[config.mk]
export PLATFORM = sky130hd
export DESIGN_NAME = chte_ctrl
export DESIGN_NICKNAME = d
export VERILOG_FILES = /design/src/rtl/chte_pkg.sv /design/src/rtl/chte_ctrl.sv
export SDC_FILE = /design/constraint.sdc
export NUM_CORES = 1
export LEC_CHECK = 0
export BUFFER_PORTS_ARGS = -buffer_cell sky130_fd_sc_hd__buf_2
export CAP_MARGIN = 30
export CORE_MARGIN = 2
export CORE_UTILIZATION = 50
export CTS_BUF_LIST = sky130_fd_sc_hd__clkbuf_8 sky130_fd_sc_hd__clkbuf_16
export DETAILED_ROUTE_END_ITERATION = 7
export PLACE_DENSITY = 0.84
export SLEW_MARGIN = 20
export SYNTH_ARGS = -nofsm -noshare
export SYNTH_HDL_FRONTEND = slang
export SYNTH_SLANG_ARGS = --single-unit
[constraint.sdc]
create_clock -name clk -period 2.7 [get_ports clk]
set_clock_uncertainty 0.15 [all_clocks]
set_input_delay 0.27 -clock clk [delete_from_list [all_inputs] [get_ports clk]]
set_output_delay 0.27 -clock clk [all_outputs]
set_load 0.01 [all_outputs]
[src/rtl/chte_pkg.sv]
// Shared types, widths and constants of the chained hash table engine.
`default_nettype none
package chte_pkg;

  localparam int KEY_W        = 32;
  localparam int VAL_PORT_W   = 32;
  localparam int BCNT_W       = 7;
  localparam int MAXE_W       = 9;
  localparam int CNT_W        = 9;
  localparam int CFG_W        = 9;
  localparam int DIV_STEPS    = 32;
  localparam int DIV_CNT_W    = $clog2(DIV_STEPS);
  localparam int BCNT_RESET   = 31;

  localparam int POOL_ENTRIES_DEF = 256;
  localparam int MAX_BUCKETS_DEF  = 127;
  localparam int VALUE_BITS_DEF   = 32;

  localparam logic [KEY_W-1:0] HASH_MUL = 32'd278;
  localparam logic [KEY_W-1:0] HASH_ADD = 32'd12345;

  typedef enum logic [1:0] {
    ACT_LOOKUP = 2'd0,
    ACT_ADD    = 2'd1,
    ACT_SET    = 2'd2,
    ACT_DEL    = 2'd3
  } action_t;

  typedef enum logic [1:0] {
    ST_OK   = 2'd0,
    ST_MISS = 2'd1,
    ST_DUP  = 2'd2,
    ST_FULL = 2'd3
  } status_t;

  typedef enum logic [0:0] {
    CFG_BUCKETS     = 1'b0,
    CFG_MAX_ENTRIES = 1'b1
  } cfg_idx_t;

  typedef struct packed {
    logic    load;
    logic    hash;
    logic    div_step;
    logic    head_load;
    logic    walk;
    logic    rd_free;
    logic    alloc;
    logic    unlink;
    logic    free_push;
    logic    set_val;
    logic    res_load;
    status_t res_status;
    logic    res_rdval;
  } chte_cmd_t;

  typedef struct packed {
    action_t action;
    logic    div_last;
    logic    head_nil;
    logic    key_match;
    logic    walk_stop;
    logic    hit;
    logic    room;
  } chte_sts_t;

endpackage
`default_nettype wire

[src/rtl/chte_ctrl.sv]
// Controller state machine that sequences hash, chain walk and update.
`default_nettype none
module chte_ctrl
  import chte_pkg::*;
(
  input  wire logic      clk,
  input  wire logic      rst_n,
  input  wire logic      start,
  input  wire chte_sts_t sts,
  output chte_cmd_t      cmd,
  output logic           busy,
  output logic           out_strobe
);

  typedef enum logic [11:0] {
    S_IDLE   = 12'b0000_0000_0001,
    S_HASH   = 12'b0000_0000_0010,
    S_DIV    = 12'b0000_0000_0100,
    S_HEAD   = 12'b0000_0000_1000,
    S_HEADW  = 12'b0000_0001_0000,
    S_RD     = 12'b0000_0010_0000,
    S_CMP    = 12'b0000_0100_0000,
    S_RES    = 12'b0000_1000_0000,
    S_FRD    = 12'b0001_0000_0000,
    S_FWR    = 12'b0010_0000_0000,
    S_UNLINK = 12'b0100_0000_0000,
    S_FREE   = 12'b1000_0000_0000
  } state_t;

  state_t state_r, state_nxt;
  logic   done_r, done_nxt;

  always_comb begin
    state_nxt = state_r;
    done_nxt  = 1'b0;
    cmd       = '0;
    unique case (state_r)
      S_IDLE: begin
        if (start && !done_r) begin
          cmd.load  = 1'b1;
          state_nxt = S_HASH;
        end
      end
      S_HASH: begin
        cmd.hash  = 1'b1;
        state_nxt = S_DIV;
      end
      S_DIV: begin
        cmd.div_step = 1'b1;
        if (sts.div_last) state_nxt = S_HEAD;
      end
      S_HEAD:  state_nxt = S_HEADW;
      S_HEADW: begin
        cmd.head_load = 1'b1;
        state_nxt     = sts.head_nil ? S_RES : S_RD;
      end
      S_RD:  state_nxt = S_CMP;
      S_CMP: begin
        cmd.walk  = 1'b1;
        state_nxt = (sts.key_match || sts.walk_stop) ? S_RES : S_RD;
      end
      S_RES: begin
        cmd.res_load = 1'b1;
        state_nxt    = S_IDLE;
        done_nxt     = 1'b1;
        unique case (sts.action)
          ACT_LOOKUP: begin
            cmd.res_status = sts.hit ? ST_OK : ST_MISS;
            cmd.res_rdval  = sts.hit;
          end
          ACT_DEL: begin
            cmd.res_status = ST_MISS;
            if (sts.hit) begin
              cmd.res_load = 1'b0;
              done_nxt     = 1'b0;
              state_nxt    = S_UNLINK;
            end
          end
          ACT_ADD, ACT_SET: begin
            if (sts.hit) begin
              cmd.set_val    = sts.action == ACT_SET;
              cmd.res_status = (sts.action == ACT_SET) ? ST_OK : ST_DUP;
            end else if (sts.room) begin
              cmd.res_load = 1'b0;
              done_nxt     = 1'b0;
              state_nxt    = S_FRD;
            end else begin
              cmd.res_status = ST_FULL;
            end
          end
          default: cmd.res_status = ST_MISS;
        endcase
      end
      S_FRD: begin
        cmd.rd_free = 1'b1;
        state_nxt   = S_FWR;
      end
      S_FWR: begin
        cmd.alloc      = 1'b1;
        cmd.res_load   = 1'b1;
        cmd.res_status = ST_OK;
        done_nxt       = 1'b1;
        state_nxt      = S_IDLE;
      end
      S_UNLINK: begin
        cmd.unlink = 1'b1;
        state_nxt  = S_FREE;
      end
      S_FREE: begin
        cmd.free_push  = 1'b1;
        cmd.res_load   = 1'b1;
        cmd.res_status = ST_OK;
        done_nxt       = 1'b1;
        state_nxt      = S_IDLE;
      end
      default: state_nxt = S_IDLE;
    endcase
  end

  always_ff @(posedge clk) begin
    if (!rst_n) begin
      state_r <= S_IDLE;
      done_r  <= 1'b0;
    end else begin
      state_r <= state_nxt;
      done_r  <= done_nxt;
    end
  end

  assign busy       = (state_r != S_IDLE) || done_r;
  assign out_strobe = done_r;

endmodule
`default_nettype wire

; ---- Word level (Yosys, flattened, before mapping)
; Cells that the tools add are included.
[totals]
reg_bits = 13
output_inout_bits = 16
wordCells = 63
[classes]
eq_ne = 18
muxes = 35
reduce_logical = 8
[op_table]
columns = operator, count
row1 = case mux 12 bit (10 select lines), 1
row2 = 2-to-1 mux 12 bit, 2
row3 = case mux 11 bit (2 select lines), 1
row4 = 2-to-1 mux 1 bit, 19
row5 = 2-to-1 mux 9 bit, 2
row6 = 2-to-1 mux 8 bit, 2
row7 = equality test 12 x 1 -> 1 bit (second input constant), 1
row8 = equality test 12 x 10 -> 1 bit (second input constant), 1
row9 = equality test 12 x 11 -> 1 bit (second input constant), 1
row10 = equality test 12 bit (second input constant), 1
row11 = equality test 12 x 2 -> 1 bit (second input constant), 1
row12 = equality test 12 x 3 -> 1 bit (second input constant), 1
row13 = equality test 12 x 4 -> 1 bit (second input constant), 1
row14 = equality test 12 x 5 -> 1 bit (second input constant), 1
row15 = equality test 12 x 6 -> 1 bit (second input constant), 1
row16 = equality test 12 x 7 -> 1 bit (second input constant), 1
row17 = equality test 12 x 8 -> 1 bit (second input constant), 1
row18 = equality test 12 x 9 -> 1 bit (second input constant), 1
row19 = inequality test 12 x 1 -> 1 bit (second input constant), 1
row20 = 2-to-1 mux 11 bit, 1
row21 = 2-to-1 mux 2 bit, 3
row22 = case mux 2 bit (3 select lines), 1
row23 = case mux 3 bit (2 select lines), 1
row24 = equality test 2 bit (second input constant), 2
row25 = 9 further kinds, 13

; ---- Longest topological paths before layout
[logic_depth]
word_depth = 5
mapped_depth = 6
ltp_nobuf = 5

; ---- Worst setup path before layout
; Ideal clock, no wire load.
[synth_path]
kind = register -> output
from = register state_r[0]
to = output port cmd[7] in the netlist's numbering
arrival_time_ns = 1.762
t_required_ns = 2.280
path_slack_ns = 0.518
stages_incl_launch_ff = 4
n_path_buf = 0
path_cell_list = dfxtp_1 -> or4_4 -> or4_1 -> nor3b_1
[synth_lines]
columns = element, line_no
row1 = from (decl), chte_ctrl.sv:30  ; state_t state_r, state_nxt;
row2 = from (signal assigned), chte_ctrl.sv:125  ; state_r <= state_nxt;
row3 = to (decl), chte_ctrl.sv:10  ; output chte_cmd_t cmd,

==> run summary <==
Cell Area, Synth: 918.4 um2
Seq pwr share: 44.6%
Via count: 922
Die height: 46.86 um
Vias in the first global route: 853
Initial antenna violation count: 0
Die width: 46.86 um
Sequential share of the synthesized area: 28.34%
Crit path max-delay family: simple AND/OR/NAND/NOR gates
Clk_lat worst skew: 0.25 ns
GP Congestion: 0.8401
Switch share: 26.44%
Hold WC Path Type: in2reg
Num CTS Buffers: 3
Detail-routed via count per cell: 5.799
# fillers: 172
CTS root buffer: clkbuf_8
Syn avg cell area: 8.583 um2
Clock transition at path regs: 0.06 ns
Maximum clock frequency: 391.8 MHz
Worst vdd ir: 0.0003349 V
Post-CTS Hold Buffers: 0
First-pass GRT wire length: 3512 um
CP max stage cell: or4_4
Synth Register Bits: 13
CTS tree: done
Port-buffer cells: 26
Max-Cap Viols: 0
Crit-path max FO: 9
Core Region: 1727 um2
Largest net degree at the start of global routing: 10
Combinational power share: 17.1%
CTS Buffer Depth: 2
Clock power share: 38.3%
Die area: 2195 um2
Leading area contributor after synthesis: dfxtp_1
Post-synthesis cell type count: 37
Total Routing Usage GR: 23.24%
Worst setup EP type: output pin
Core Util, Final: 64.35%
Row Count: 15
Crit. path cell count: 4
Worst Setup SP: state_r[0]$_SDFFE_PN1P_
Worst R2R End: state_r[5]$_SDFFE_PN0P_
Power per Cell Area: 407.3 nW/um2
Syn nets: 121
Setup bufs post-CTS: 0
Startpoint Class: register
CP Data Arrival Time: 2.13 ns
Ranking of synthesized cells by area: dfxtp_1 (28%), nor4_1 (4.8%), ha_1 (4.1%)
Reg2reg path depth: 5
Minimum clock period: 2.552 ns
WHS Path Cells: 3
Synth top area share: 28.34%
Int Pwr: 0.0003329 W
H-Tree Level Count: 1
Pleak: 0.4909 nW
Final period utilization: 94.53%
# nets final: 149
CP peak stage delay: 0.59 ns
IO Count: 27
Slew margin rel.: 64.74%
Initial Util: 53.19%
Layout cell share with drive strength beyond 1: 33.58%
Final TNS setup: 0 ns
Drt total wl: 2216 um
Clock sinks: 13
Total gr overflow: 0
WP data required: 2.28 ns
Flop-to-flop setup slack: 0.44 ns
Hpwl dp: 1661 um
R2r startpoint: state_r[11]$_SDFFE_PN0P_
Psw: 0.0001197 W
Sum of buffers and inverters on the critical path: 1
RSZ-0062 raised after global routing: false
Synth warn: 0
DR WL/cell: 13.94 um
Cells along the critical path: or4_4, or4_1, o2bb2ai_1, buf_2
Slew @ Worst Pin: 0.5241 ns
1st-iter DRT viols: 20
Final setup vio count: 0
Fin. max-slew vios: 0
Final Hold Fails: 0
Status: complete, no violations
Synth Instances: 107
DRT Pass-1 Iters: 4
Drc violations: 0
ANT nets after route: 0
Setup crit end: cmd[3]
Crit path kind: reg2out
Post-cts sizing count: 0
Antenna diodes: 0
Layout area overhead: 20.98%
[worst min-delay path by stage]
| stage | from | endpoint | slack, ns |
|---|---|---|---|
| after CTS | sts[5] | state_r[3]$_SDFFE_PN0P_ | 0.11 |
| after floorplan | sts[5] | state_r[3]$_SDFFE_PN0P_ | 0.23 |
| after global placement | sts[5] | state_r[3]$_SDFFE_PN0P_ | 0.36 |
| after global routing | sts[5] | state_r[3]$_SDFFE_PN0P_ | 0.13 |
| after detailed placement | sts[5] | state_r[3]$_SDFFE_PN0P_ | 0.37 |
| final | sts[5] | state_r[3]$_SDFFE_PN0P_ | 0.11 |
[power by group through the flow]
stage               Clock, W  Combinational (W)  Sequential (W)
floorplan                  0          0.0000530        0.000204
global placement           0          0.0000744        0.000205
detailed placement         0          0.0000767        0.000206
CTS                 0.000176          0.0000774        0.000202
global route        0.000184          0.0000865        0.000203
finish              0.000173          0.0000773        0.000202
[worst reg2reg max path: stages, from the launching register on]
cell	delay, ns
dfxtp_1	0.37
or4_1	0.57
buf_4	0.19
o41ai_4	0.53
nand2b_1	0.26
nor2_1	0.08
[kinds of logic after synthesis]
logic type	Yosys count	synth area share [%]
AO/OA/AOI/OAI	18	14.99
XOR/XNOR	5	4.769
adder cells (fa/ha/maj)	3	4.088
buffers and inverters	12	5.585
flip-flops	13	28.34
AND/OR/NAND/NOR	56	42.24
[registers in the layout, summed over array words and instances (netlist names)]
name,flops
state_r,12
out_strobe,1
[metrics by stage]
step / cell area [um2] / hold slack, ns / worst slack, ns / cells / total power [W]
floorplan: 918.4 / 0.2338 / 0.5181 / 107 / 0.0002572
global placement: 1066 / 0.3568 / 0.4679 / 155 / 0.0002792
detailed placement: 1066 / 0.3729 / 0.4282 / 155 / 0.0002823
CTS: 1111 / 0.1120 / 0.1517 / 159 / 0.0004546
global route: 1111 / 0.1342 / 0.06498 / 159 / 0.0004729
finish: 1111 / 0.1117 / 0.1477 / 159 / 0.0004525
[per-layer routing]
| layer | wire, um | GRT usage, % | vias to the layer above |
|---|---|---|---|
| met2 | 1085 | 38.63 | 34 |
| met5 | 0 | 0 | - |
| met3 | 103 | 6.154 | 13 |
| met1 | 918 | 25.17 | 425 |
| li1 | - | - | 450 |
| met4 | 109 | 17.22 | 0 |
[final cells by class]
type | instances | area [um2] | share of cell area, %
Timing Repair Buffer | 27 | 137.6 | 12.39
Tap cell | 25 | 31.28 | 2.815
Inverter | 8 | 30.03 | 2.703
Sequential cell | 13 | 260.3 | 23.42
Multi-Input combinational cell | 82 | 606.8 | 54.62
Clock buffer | 3 | 41.29 | 3.716
Clock inverter | 1 | 3.754 | 0.3378
[cell usage after synthesis]
cell       count
a21oi_1        5
a221o_1        1
a22oi_1        1
and2_1         3
and3_1         2
and4_1         1
buf_2          1
buf_4          1
clkbuf_1       1
clkbuf_2       1
dfxtp_1       13
ha_1           3
inv_1          8
nand2_1        6
nand2b_1       5
nor2_1         5
nor2b_1        1
nor3_1         6
nor3b_1        2
nor3b_2        3
nor4_1         7
nor4_4         1
o2111ai_1      1
o21ai_0        5
o21ba_2        1
o22ai_1        1
o2bb2ai_1      1
o32ai_1        1
o41ai_4        1
or2_2          2
or3_1          1
or3b_2         1
or4_1          4
or4_4          3
or4b_2         3
xnor2_1        3
xor2_1         2
[layout by cell type, fill, tap and decap left out, drive strengths merged, types with 6 or more instances in the layout]
cell,synthesis,layout
nor4,8,8
nand2,6,6
nor3,6,6
or4,7,7
inv,8,9
buf,2,27
dfxtp,13,13
No activity file was read; power rests on OpenSTA's default activity.
